==> src/swbm_pkg.sv <==
// ============================================================================
// swbm_pkg: shared types and constants of the single-wire bus master
// Item and result layouts, phase and command codes, timing register set,
// and the CRC-8 update used on received bytes.
// ============================================================================
package swbm_pkg;

    // configuration register file
    localparam int NUM_CFG   = 8;
    localparam int CFG_IDX_W = 3;
    localparam int CFG_AW    = 5;
    localparam int TICK_W    = 16;

    // register indexes
    localparam logic [CFG_IDX_W-1:0] CFG_START_HOLD   = 3'd0;
    localparam logic [CFG_IDX_W-1:0] CFG_BIT_LOW      = 3'd1;
    localparam logic [CFG_IDX_W-1:0] CFG_ZERO_LOW     = 3'd2;
    localparam logic [CFG_IDX_W-1:0] CFG_RECOVER      = 3'd3;
    localparam logic [CFG_IDX_W-1:0] CFG_SAMPLE_WAIT  = 3'd4;
    localparam logic [CFG_IDX_W-1:0] CFG_SAMPLE_TAIL  = 3'd5;
    localparam logic [CFG_IDX_W-1:0] CFG_RESET_LOW    = 3'd6;
    localparam logic [CFG_IDX_W-1:0] CFG_DISC_TAIL    = 3'd7;

    // register reset values, listed from the last register to the first
    localparam logic [NUM_CFG-1:0][TICK_W-1:0] CFG_RESET = {
        16'd260, 16'd5000, 16'd140, 16'd2, 16'd40, 16'd100, 16'd5, 16'd2000
    };

    // fixed segment lengths of the discovery sequence
    localparam logic [TICK_W-1:0] REL_TICKS   = 16'd100;
    localparam logic [TICK_W-1:0] PULSE_TICKS = 16'd10;
    localparam logic [TICK_W-1:0] WAIT_TICKS  = 16'd20;

    // operation codes on the item port
    localparam logic [2:0] OP_TICK  = 3'd0;
    localparam logic [2:0] OP_DISC  = 3'd1;
    localparam logic [2:0] OP_START = 3'd2;
    localparam logic [2:0] OP_WRITE = 3'd3;
    localparam logic [2:0] OP_READ  = 3'd4;

    // command class produced by the front end
    typedef enum logic [2:0] {
        K_TICK,
        K_DISC,
        K_START,
        K_WRITE,
        K_READ,
        K_NOP
    } swbm_kind_t;

    // bus sequencer phases
    typedef enum logic [3:0] {
        PH_IDLE,
        PH_HOLD,
        PH_DLOW,
        PH_DREL,
        PH_DPULSE,
        PH_DWAIT,
        PH_DTAIL,
        PH_BLOW,
        PH_BDATA,
        PH_BREC,
        PH_SLOW,
        PH_SWAIT,
        PH_STAIL
    } swbm_phase_t;

    typedef struct packed {
        logic [2:0] op;
        logic [7:0] tx_byte;
        logic       send_nack;
        logic       line_level;
    } swbm_item_t;

    typedef struct packed {
        logic       drive_low;
        logic       busy_res;
        logic       done_res;
        logic [7:0] rx_byte;
        logic       ack_bit;
        logic       present;
        logic [7:0] crc_value;
        logic       cmd_rejected;
    } swbm_result_t;

    // classified entry of the command queue
    typedef struct packed {
        swbm_kind_t kind;
        logic [7:0] tx_byte;
        logic       send_nack;
        logic       line_level;
    } swbm_cmd_t;

    // queue handshake between front and back
    typedef struct packed {
        logic      valid;
        swbm_cmd_t cmd;
    } swbm_queue_t;

    typedef struct packed {
        logic [TICK_W-1:0] start_hold;
        logic [TICK_W-1:0] bit_low;
        logic [TICK_W-1:0] zero_low;
        logic [TICK_W-1:0] recover;
        logic [TICK_W-1:0] sample_wait;
        logic [TICK_W-1:0] sample_tail;
        logic [TICK_W-1:0] reset_low;
        logic [TICK_W-1:0] disc_tail;
    } swbm_timing_t;

    // dallas crc-8, reflected polynomial 0x8c
    function automatic logic [7:0] crc_update(input logic [7:0] crc, input logic [7:0] data);
        logic [7:0] c;
        c = crc ^ data;
        for (int k = 0; k < 8; k++)
        begin
            c = c[0] ? ((c >> 1) ^ 8'h8C) : (c >> 1);
        end
        return c;
    endfunction

    // a segment lasts at least one tick
    function automatic logic [TICK_W-1:0] seg_len(input logic [TICK_W-1:0] ticks);
        return (ticks == '0) ? {{(TICK_W-1){1'b0}}, 1'b1} : ticks;
    endfunction

endpackage

==> src/swbm_front.sv <==
// ============================================================================
// swbm_front: item intake and command queue
// Classifies each accepted item and holds it in a two-entry queue until the
// sequencer takes it.
// ============================================================================
module swbm_front
    import swbm_pkg::*;
(
    input  logic        clk,
    input  logic        rst_n,
    input  logic        push,
    output logic        full,
    input  swbm_item_t  item,
    output swbm_queue_t q_head,
    input  logic        q_take
);

    swbm_cmd_t  q_reg [2];
    logic       wr_ptr_reg, wr_ptr_next;
    logic       rd_ptr_reg, rd_ptr_next;
    logic [1:0] cnt_reg, cnt_next;
    swbm_cmd_t  cmd_in;
    logic       wr_en;
    logic       rd_en;

    // op decode
    always_comb
    begin
        cmd_in.tx_byte    = item.tx_byte;
        cmd_in.send_nack  = item.send_nack;
        cmd_in.line_level = item.line_level;
        unique case (item.op)
            OP_TICK:  cmd_in.kind = K_TICK;
            OP_DISC:  cmd_in.kind = K_DISC;
            OP_START: cmd_in.kind = K_START;
            OP_WRITE: cmd_in.kind = K_WRITE;
            OP_READ:  cmd_in.kind = K_READ;
            default:  cmd_in.kind = K_NOP;
        endcase
    end

    assign full         = (cnt_reg == 2'd2);
    assign wr_en        = push && !full;
    assign rd_en        = q_take && (cnt_reg != 2'd0);
    assign q_head.valid = (cnt_reg != 2'd0);
    assign q_head.cmd   = q_reg[rd_ptr_reg];

    // queue pointers and fill count
    always_comb
    begin
        wr_ptr_next = wr_ptr_reg ^ wr_en;
        rd_ptr_next = rd_ptr_reg ^ rd_en;
        cnt_next    = cnt_reg + {1'b0, wr_en} - {1'b0, rd_en};
    end

    always_ff @(posedge clk or negedge rst_n)
    begin
        if (!rst_n)
        begin
            wr_ptr_reg <= 1'b0;
            rd_ptr_reg <= 1'b0;
            cnt_reg    <= 2'd0;
        end
        else
        begin
            wr_ptr_reg <= wr_ptr_next;
            rd_ptr_reg <= rd_ptr_next;
            cnt_reg    <= cnt_next;
        end
    end

    // queue storage
    always_ff @(posedge clk)
    begin
        if (wr_en)
        begin
            q_reg[wr_ptr_reg] <= cmd_in;
        end
    end

endmodule

==> src/swbm_back.sv <==
// ============================================================================
// swbm_back: bus sequencer and result queue
// Runs the timed segments of each command one tick item at a time and
// places one result per queue entry into a two-entry result queue.
// ============================================================================
module swbm_back
    import swbm_pkg::*;
(
    input  logic         clk,
    input  logic         rst_n,
    input  swbm_timing_t timing,
    input  swbm_queue_t  q_head,
    output logic         q_take,
    output logic         empty,
    input  logic         pop,
    output swbm_result_t result
);

    swbm_phase_t       phase_reg, phase_next;
    logic [TICK_W-1:0] tick_reg, tick_next;
    logic [3:0]        bidx_reg, bidx_next;
    logic [7:0]        shift_reg, shift_next;
    logic              is_write_reg, is_write_next;
    logic              nack_reg, nack_next;
    logic [7:0]        crc_reg, crc_next;
    logic              drv_reg, drv_next;
    logic [7:0]        rx_reg, rx_next;
    logic              ack_reg, ack_next;
    logic              pres_reg, pres_next;

    // segment entry and finish requests
    logic              ent;
    swbm_phase_t       ent_ph;
    logic [TICK_W-1:0] ent_ticks;
    logic              ent_low;
    logic              fin;
    logic              done;
    logic              rej;
    logic [3:0]        idx_inc;
    logic              data_bit;
    swbm_cmd_t         cmd;

    // result queue
    swbm_result_t      rq_reg [2];
    logic              rq_wr_reg, rq_rd_reg;
    logic [1:0]        rq_cnt_reg;
    swbm_result_t      res_new;
    logic              rq_rd_en;

    assign cmd      = q_head.cmd;
    assign q_take   = q_head.valid && (rq_cnt_reg != 2'd2);
    assign idx_inc  = bidx_reg + 4'd1;
    assign data_bit = is_write_reg ? shift_reg[7] : nack_reg;

    // sequencer next state
    always_comb
    begin
        phase_next    = phase_reg;
        tick_next     = tick_reg;
        bidx_next     = bidx_reg;
        shift_next    = shift_reg;
        is_write_next = is_write_reg;
        nack_next     = nack_reg;
        crc_next      = crc_reg;
        drv_next      = drv_reg;
        rx_next       = rx_reg;
        ack_next      = ack_reg;
        pres_next     = pres_reg;
        ent           = 1'b0;
        ent_ph        = PH_IDLE;
        ent_ticks     = '0;
        ent_low       = 1'b0;
        fin           = 1'b0;
        done          = 1'b0;
        rej           = 1'b0;

        if (q_take)
        begin
            unique case (cmd.kind)
                K_TICK:
                begin
                    if (phase_reg != PH_IDLE)
                    begin
                        if (tick_reg > {{(TICK_W-1){1'b0}}, 1'b1})
                        begin
                            tick_next = tick_reg - {{(TICK_W-1){1'b0}}, 1'b1};
                        end
                        else
                        begin
                            unique case (phase_reg)
                                PH_HOLD:
                                begin
                                    fin  = 1'b1;
                                    done = 1'b1;
                                end
                                PH_DLOW:
                                begin
                                    ent = 1'b1; ent_ph = PH_DREL;
                                    ent_ticks = REL_TICKS; ent_low = 1'b0;
                                end
                                PH_DREL:
                                begin
                                    ent = 1'b1; ent_ph = PH_DPULSE;
                                    ent_ticks = PULSE_TICKS; ent_low = 1'b1;
                                end
                                PH_DPULSE:
                                begin
                                    ent = 1'b1; ent_ph = PH_DWAIT;
                                    ent_ticks = WAIT_TICKS; ent_low = 1'b0;
                                end
                                PH_DWAIT:
                                begin
                                    pres_next = !cmd.line_level;
                                    ent = 1'b1; ent_ph = PH_DTAIL;
                                    ent_ticks = timing.disc_tail; ent_low = 1'b0;
                                end
                                PH_DTAIL:
                                begin
                                    fin  = 1'b1;
                                    done = 1'b1;
                                end
                                PH_BLOW:
                                begin
                                    ent = 1'b1; ent_ph = PH_BDATA;
                                    ent_ticks = timing.zero_low; ent_low = !data_bit;
                                end
                                PH_BDATA:
                                begin
                                    ent = 1'b1; ent_ph = PH_BREC;
                                    ent_ticks = timing.recover; ent_low = 1'b0;
                                end
                                PH_BREC:
                                begin
                                    if (is_write_reg)
                                    begin
                                        shift_next = {shift_reg[6:0], 1'b0};
                                        bidx_next  = idx_inc;
                                        ent        = 1'b1;
                                        ent_ph     = (idx_inc < 4'd8) ? PH_BLOW : PH_SLOW;
                                        ent_ticks  = timing.bit_low;
                                        ent_low    = 1'b1;
                                    end
                                    else
                                    begin
                                        fin  = 1'b1;
                                        done = 1'b1;
                                    end
                                end
                                PH_SLOW:
                                begin
                                    ent = 1'b1; ent_ph = PH_SWAIT;
                                    ent_ticks = timing.sample_wait; ent_low = 1'b0;
                                end
                                PH_SWAIT:
                                begin
                                    if (is_write_reg)
                                    begin
                                        ack_next = cmd.line_level;
                                    end
                                    else
                                    begin
                                        shift_next = {shift_reg[6:0], cmd.line_level};
                                    end
                                    ent = 1'b1; ent_ph = PH_STAIL;
                                    ent_ticks = timing.sample_tail; ent_low = 1'b0;
                                end
                                PH_STAIL:
                                begin
                                    if (is_write_reg)
                                    begin
                                        fin  = 1'b1;
                                        done = 1'b1;
                                    end
                                    else
                                    begin
                                        bidx_next = idx_inc;
                                        ent       = 1'b1;
                                        ent_ticks = timing.bit_low;
                                        ent_low   = 1'b1;
                                        if (idx_inc < 4'd8)
                                        begin
                                            ent_ph = PH_SLOW;
                                        end
                                        else
                                        begin
                                            // byte complete, then the ack frame
                                            rx_next  = shift_reg;
                                            crc_next = crc_update(crc_reg, shift_reg);
                                            ent_ph   = PH_BLOW;
                                        end
                                    end
                                end
                                default:
                                begin
                                    fin = 1'b1;
                                end
                            endcase
                        end
                    end
                end
                K_NOP:
                begin
                end
                default:
                begin
                    if (phase_reg != PH_IDLE)
                    begin
                        rej = 1'b1;
                    end
                    else
                    begin
                        bidx_next     = 4'd0;
                        is_write_next = (cmd.kind == K_WRITE);
                        ent           = 1'b1;
                        unique case (cmd.kind)
                            K_DISC:
                            begin
                                ent_ph = PH_DLOW;
                                ent_ticks = timing.reset_low; ent_low = 1'b1;
                            end
                            K_START:
                            begin
                                crc_next = 8'd0;
                                ent_ph = PH_HOLD;
                                ent_ticks = timing.start_hold; ent_low = 1'b0;
                            end
                            K_WRITE:
                            begin
                                shift_next = cmd.tx_byte;
                                ent_ph = PH_BLOW;
                                ent_ticks = timing.bit_low; ent_low = 1'b1;
                            end
                            default:
                            begin
                                shift_next = 8'd0;
                                nack_next  = cmd.send_nack;
                                ent_ph = PH_SLOW;
                                ent_ticks = timing.bit_low; ent_low = 1'b1;
                            end
                        endcase
                    end
                end
            endcase
        end

        if (ent)
        begin
            phase_next = ent_ph;
            tick_next  = seg_len(ent_ticks);
            drv_next   = ent_low;
        end
        if (fin)
        begin
            phase_next = PH_IDLE;
            tick_next  = '0;
            drv_next   = 1'b0;
        end
    end

    // result of the item taken this cycle
    always_comb
    begin
        res_new.drive_low    = drv_next;
        res_new.busy_res     = (phase_next != PH_IDLE);
        res_new.done_res     = done;
        res_new.rx_byte      = rx_next;
        res_new.ack_bit      = ack_next;
        res_new.present      = pres_next;
        res_new.crc_value    = crc_next;
        res_new.cmd_rejected = rej;
    end

    // sequencer state
    always_ff @(posedge clk or negedge rst_n)
    begin
        if (!rst_n)
        begin
            phase_reg    <= PH_IDLE;
            tick_reg     <= '0;
            bidx_reg     <= 4'd0;
            shift_reg    <= 8'd0;
            is_write_reg <= 1'b0;
            nack_reg     <= 1'b0;
            crc_reg      <= 8'd0;
            drv_reg      <= 1'b0;
            rx_reg       <= 8'd0;
            ack_reg      <= 1'b0;
            pres_reg     <= 1'b0;
        end
        else
        begin
            phase_reg    <= phase_next;
            tick_reg     <= tick_next;
            bidx_reg     <= bidx_next;
            shift_reg    <= shift_next;
            is_write_reg <= is_write_next;
            nack_reg     <= nack_next;
            crc_reg      <= crc_next;
            drv_reg      <= drv_next;
            rx_reg       <= rx_next;
            ack_reg      <= ack_next;
            pres_reg     <= pres_next;
        end
    end

    // result queue control
    assign empty    = (rq_cnt_reg == 2'd0);
    assign rq_rd_en = pop && !empty;
    assign result   = rq_reg[rq_rd_reg];

    always_ff @(posedge clk or negedge rst_n)
    begin
        if (!rst_n)
        begin
            rq_wr_reg  <= 1'b0;
            rq_rd_reg  <= 1'b0;
            rq_cnt_reg <= 2'd0;
        end
        else
        begin
            rq_wr_reg  <= rq_wr_reg ^ q_take;
            rq_rd_reg  <= rq_rd_reg ^ rq_rd_en;
            rq_cnt_reg <= rq_cnt_reg + {1'b0, q_take} - {1'b0, rq_rd_en};
        end
    end

    // result queue storage
    always_ff @(posedge clk)
    begin
        if (q_take)
        begin
            rq_reg[rq_wr_reg] <= res_new;
        end
    end

endmodule

==> src/single_wire_bus_master.sv <==
// ============================================================================
// single_wire_bus_master: master for a single-wire open-drain eeprom bus
// Register file behind an apb port, a command intake queue and a timed
// bus sequencer that yields one result per accepted item.
// ============================================================================
//
//  channel   direction  handshake                  payload
//  item      in         push / full                swbm_item_t
//  result    out        pop / empty                swbm_result_t
//  config    in         psel penable pwrite pready paddr, pwdata, prdata
//
//  one item per clock sustained while results are popped; each item passes
//  the intake queue before the sequencer writes its result queue entry.
//  the sequencer takes a queued item only while the result queue has room,
//  so a stalled pop backs up into full after four items.
//  rst_n resets the queues, the sequencer and the timing registers at once.
//
module single_wire_bus_master
    import swbm_pkg::*;
(
    input  logic              clk,
    input  logic              rst_n,
    input  logic              push,
    output logic              full,
    input  swbm_item_t        item,
    output logic              empty,
    input  logic              pop,
    output swbm_result_t      result,
    input  logic              psel,
    input  logic              penable,
    input  logic              pwrite,
    input  logic [CFG_AW-1:0] paddr,
    input  logic [31:0]       pwdata,
    output logic [31:0]       prdata,
    output logic              pready
);

    logic [TICK_W-1:0]    cfg_reg [NUM_CFG];
    logic [CFG_IDX_W-1:0] cfg_idx;
    logic                 cfg_wr;
    swbm_timing_t         timing;
    swbm_queue_t          q_head;
    logic                 q_take;

    // apb register access
    assign pready  = 1'b1;
    assign cfg_idx = paddr[CFG_AW-1:2];
    assign cfg_wr  = psel && penable && pwrite && pready;
    assign prdata  = {{(32-TICK_W){1'b0}}, cfg_reg[cfg_idx]};

    always_ff @(posedge clk or negedge rst_n)
    begin
        if (!rst_n)
        begin
            for (int i = 0; i < NUM_CFG; i++)
            begin
                cfg_reg[i] <= CFG_RESET[i];
            end
        end
        else if (cfg_wr)
        begin
            cfg_reg[cfg_idx] <= pwdata[TICK_W-1:0];
        end
    end

    // timing set for the sequencer
    assign timing.start_hold  = cfg_reg[CFG_START_HOLD];
    assign timing.bit_low     = cfg_reg[CFG_BIT_LOW];
    assign timing.zero_low    = cfg_reg[CFG_ZERO_LOW];
    assign timing.recover     = cfg_reg[CFG_RECOVER];
    assign timing.sample_wait = cfg_reg[CFG_SAMPLE_WAIT];
    assign timing.sample_tail = cfg_reg[CFG_SAMPLE_TAIL];
    assign timing.reset_low   = cfg_reg[CFG_RESET_LOW];
    assign timing.disc_tail   = cfg_reg[CFG_DISC_TAIL];

    // command intake
    swbm_front u_front (
        .clk    (clk),
        .rst_n  (rst_n),
        .push   (push),
        .full   (full),
        .item   (item),
        .q_head (q_head),
        .q_take (q_take)
    );

    // bus sequencer
    swbm_back u_back (
        .clk    (clk),
        .rst_n  (rst_n),
        .timing (timing),
        .q_head (q_head),
        .q_take (q_take),
        .empty  (empty),
        .pop    (pop),
        .result (result)
    );

endmodule

==> config.mk <==
export PLATFORM = sky130hd
export DESIGN_NAME = single_wire_bus_master
export DESIGN_NICKNAME = d
export VERILOG_FILES = /design/src/swbm_pkg.sv /design/src/swbm_front.sv /design/src/swbm_back.sv /design/src/single_wire_bus_master.sv
export SDC_FILE = /design/constraint.sdc
export NUM_CORES = 1
export LEC_CHECK = 0
export BUFFER_PORTS_ARGS = -buffer_cell sky130_fd_sc_hd__buf_4
export CAP_MARGIN = 20
export CORE_MARGIN = 2
export CORE_UTILIZATION = 65
export DETAILED_ROUTE_END_ITERATION = 16
export PLACE_DENSITY = 0.83
export SETUP_SLACK_MARGIN = 0.02
export SLEW_MARGIN = 20
export SYNTH_ARGS = -nofsm -noshare
export SYNTH_HDL_FRONTEND = slang
export SYNTH_SLANG_ARGS = --single-unit
==> constraint.sdc <==
create_clock -name clk -period 5.1 [get_ports clk]
set_input_delay 0.51 -clock clk [delete_from_list [all_inputs] [get_ports clk]]
set_output_delay 0.51 -clock clk [all_outputs]
set_load 0.02 [all_outputs]
==> metrics.md <==
| Metric | Value |
|---|---|
| Worst-case clock buffer depth | 3 |
| DIE WIDTH | 146.4 um |
| Setup TNS | 0 ns |
| Crit end category | register |
| Async S/R FF share, synth | 72.97% |
| Fin. Hold Viols | 12 |
| Synth Warn # | 0 |
| WL/cell | 24.45 um |
| Dpl cell area | 14000 um^2 |
| DRT antenna net count | 0 |
| Crit path DAT | 4.22 ns |
| Setup crit start kind | register |
| First-pass GRT wire length | 57420 um |
| Switch share | 38.09% |
| Max reg flops | 128 |
| Max Fclk | 0.2615 GHz |
| Worst slew pin tran | 1.137 ns |
| Clock Power Share | 23.2% |
| EDFF count, synth | 70 |
| Worst hold slack | -0.01104 ns |
| Synth-to-Final Area Change | 13.16% |
| Ports | 114 |
| Rows | 52 |
| Initial antenna violation count | 1 |
| Crit Path Max Fanout | 30 |
| Synthesized instance count | 1148 |
| Core footprint | 20040 um^2 |
| H-tree depth | 1 |
| P_leak | 6.084 nW |
| RePlAce Congestion | 0.9650 |
| Violated checks | hold timing |
| Number of max-cap violations | 0 |
| Sequential share of power | 38.8% |
| DP HPWL | 23490 um |
| Period minus WS final | 3.824 ns |
| Clock slew at reported path FFs | 0.06 ns |
| Slew headroom | 24.23% |
| # diodes | 0 |
| Post-cts sizing count | 0 |
| Final setup violating endpoints | 0 |
| Overall Power | 8.542 mW |
| NetSw | 3.253 mW |
| Synthesized cell area | 13170 um^2 |
| Initial Util | 65.74% |
| Final Instance Area | 14910 um^2 |
| Syn_area_per_cell | 11.48 um^2 |
| Layout cells sized above 1 | 29.11% |
| Via-to-Cell Ratio | 6.922 |
| CTS tree | yes |
| Required time worst endpoint | 5.50 ns |
| CTS Hold Bufs | 0 |
| Portion of total power attributed to combinational logic | 38.0% |
| Cts bufs inserted | 26 |
| Clk sinks | 259 |
| Register-to-Register Setup Slack | 1.28 ns |
| Setup CP Type | register to register |
| Synth Register Bits | 259 |
| Chip height | 146.4 um |
| Post CTS Setup Buffer Count | 0 |
| DRC violations left | 0 |
| Skew final | 0.01502 ns |
| Clock latency at the later pin of the worst-skew pair | 0.54 ns |
| Main synth FF type | dfrtp_1 |
| Crit share post-route | 74.97% |
| Aggregate global routing overflow | 0 |
| Tot GR Track Use | 34.30% |
| Class of the worst hold path | input port to asynchronous set/reset pin |
| Iteration-0 DRC Markers | 1326 |
| Max rail drop VDD | 0.0003696 V |
| Post-synthesis sequential area ratio | 52.08% |
| DRT Pass-1 Iters | 9 |
| Post-Route WL | 36680 um |
| Power density cells | 573.0 nW/um^2 |
| Final max-slew violation count | 0 |
| Fillers | 1328 |
| Power Internal | 5.289 mW |
| Die area | 21420 um^2 |
| Count of cell types in the netlist | 77 |
| Via count | 10380 |
| Largest net degree at the start of global routing | 78 |
| Vias in the first global route | 10220 |
| Status | complete, but fails checks |
| Port Buffers | 78 |
| Final Util | 74.39% |
| CTS Root Cell | clkbuf_16 |
| Unrepaired setup endpoints after global routing | no |
| Nets | 1278 |
power by group through the flow:
stage / Clock (mW) / Sequential [mW] / Combinational (mW)
3_3_place_gp: 0 / 3.30 / 3.06
4_1_cts: 1.99 / 3.30 / 3.16
3_5_place_dp: 0 / 3.33 / 3.14
5_1_grt: 2.07 / 3.39 / 3.47
2_1_floorplan: 0 / 3.09 / 2.33
6_report: 1.98 / 3.31 / 3.25
worst max-delay path: stages, from the launching register on:
cell	delay (ns)
dfrtp_1	0.80
mux2_2	0.50
a2111oi_1	0.64
nand3_1	0.68
a31oi_1	0.70
nor4_1	0.11
nand4_1	0.16
o31ai_1	0.09
cells in the final DEF (no fill, tap or decap), drive strengths merged, types with 5 or more instances in the layout:
cell type,count
o211ai,6
a211oi,10
mux2,165
xor2,9
nand2,46
nor3,29
a21oi,47
nor2,64
clkinv,11
or3,5
edfxtp,70
a22oi,79
a31oi,11
nand3b,6
and3,6
o21ai,60
nor4,12
nor3b,5
clkbuf,31
nand3,29
ha,11
nor2b,7
dfrtp,165
a22o,12
o22ai,13
nand4,23
mux2i,18
nand2b,7
conb,17
xnor2,21
dfstp,24
o21a,6
inv,29
buf,102
final cells by class:
type	instances	area, um^2	area share [%]
clock buffer	30	696.9	4.675
clock inverter	18	191.4	1.284
inverter	27	101.3	0.6798
multi-input combinational	793	5932	39.79
sequential	259	6862	46.03
tap	270	337.8	2.266
timing repair buffer	103	787.0	5.279
metrics by stage:
| step | std cells | setup slack [ns] |
|---|---|---|
| floorplan | 1163 | 2.460 |
| global placement | 1451 | 1.672 |
| detailed placement | 1451 | 1.576 |
| CTS | 1499 | 1.564 |
| global route | 1500 | 1.185 |
| finish | 1500 | 1.276 |
routing by layer:
metal / global-route usage [%] / up-vias / share of wire [%]
li1: - / 4443 / -
met5: 0 / - / 0.033
met1: 45.64 / 5016 / 37
met3: 8.688 / 195 / 12
met4: 15.68 / 2 / 5.4
met2: 53.70 / 727 / 45
cell families (layout without fill, tap and decap cells):
kind of cell             count (synthesis)  in the layout  share of synthesized area [%]
other                                    2             17                        0.05701
adder cells (fa/ha/maj)                 11             11                          1.045
AND/OR/NAND/NOR                        263            263                          10.52
multiplexers                           183            183                          15.47
buffers and inverters                  111            178                          3.913
flip-flops                             259            259                          52.08
XOR/XNOR                                30             30                          1.995
AO/OA/AOI/OAI                          289            289                          14.91
worst paths after layout:
path / start / endpoint / cells after the start
worst max-delay path: u_back.phase_reg[3]$_DFF_PN0_ / u_back.tick_reg[0]$_DFFE_PN0P_ / 7
worst min register to register: u_front.cnt_reg[1]$_DFF_PN0_ / u_front.cnt_reg[1]$_DFF_PN0_ / 1
worst min-delay path: rst_n / cfg_reg[31]$_DFFE_PN0P_ / 1
max in group asynchronous: rst_n / cfg_reg[26]$_DFFE_PN0P_ / 2
worst max register to register: u_back.phase_reg[3]$_DFF_PN0_ / u_back.tick_reg[0]$_DFFE_PN0P_ / 7
min in group clk: item[8] / u_front.q_reg[0][8]$_DFFE_PP_ / 1
synth_stat cells, types with 12 or more instances:
library cell  instances  share of area, %
nor3_1               29               1.1
dfrtp_1             165                31
xnor2_1              21               1.4
o22ai_1              13              0.62
a21oi_1              47               1.8
a22oi_1              79               4.5
buf_2                19              0.72
inv_1                26              0.74
clkbuf_1             37               1.1
edfxtp_1             70                16
o21ai_0              51               1.9
dfstp_2              24               4.8
a22o_1               12              0.80
mux2_2              165                14
nand4_1              22               1.0
mux2i_1              18               1.4
nand2_1              46               1.3
nand3_1              29               1.1
nor2_1               64               1.8
buf_4                20               1.1
Power figures use the tool's default switching activity.
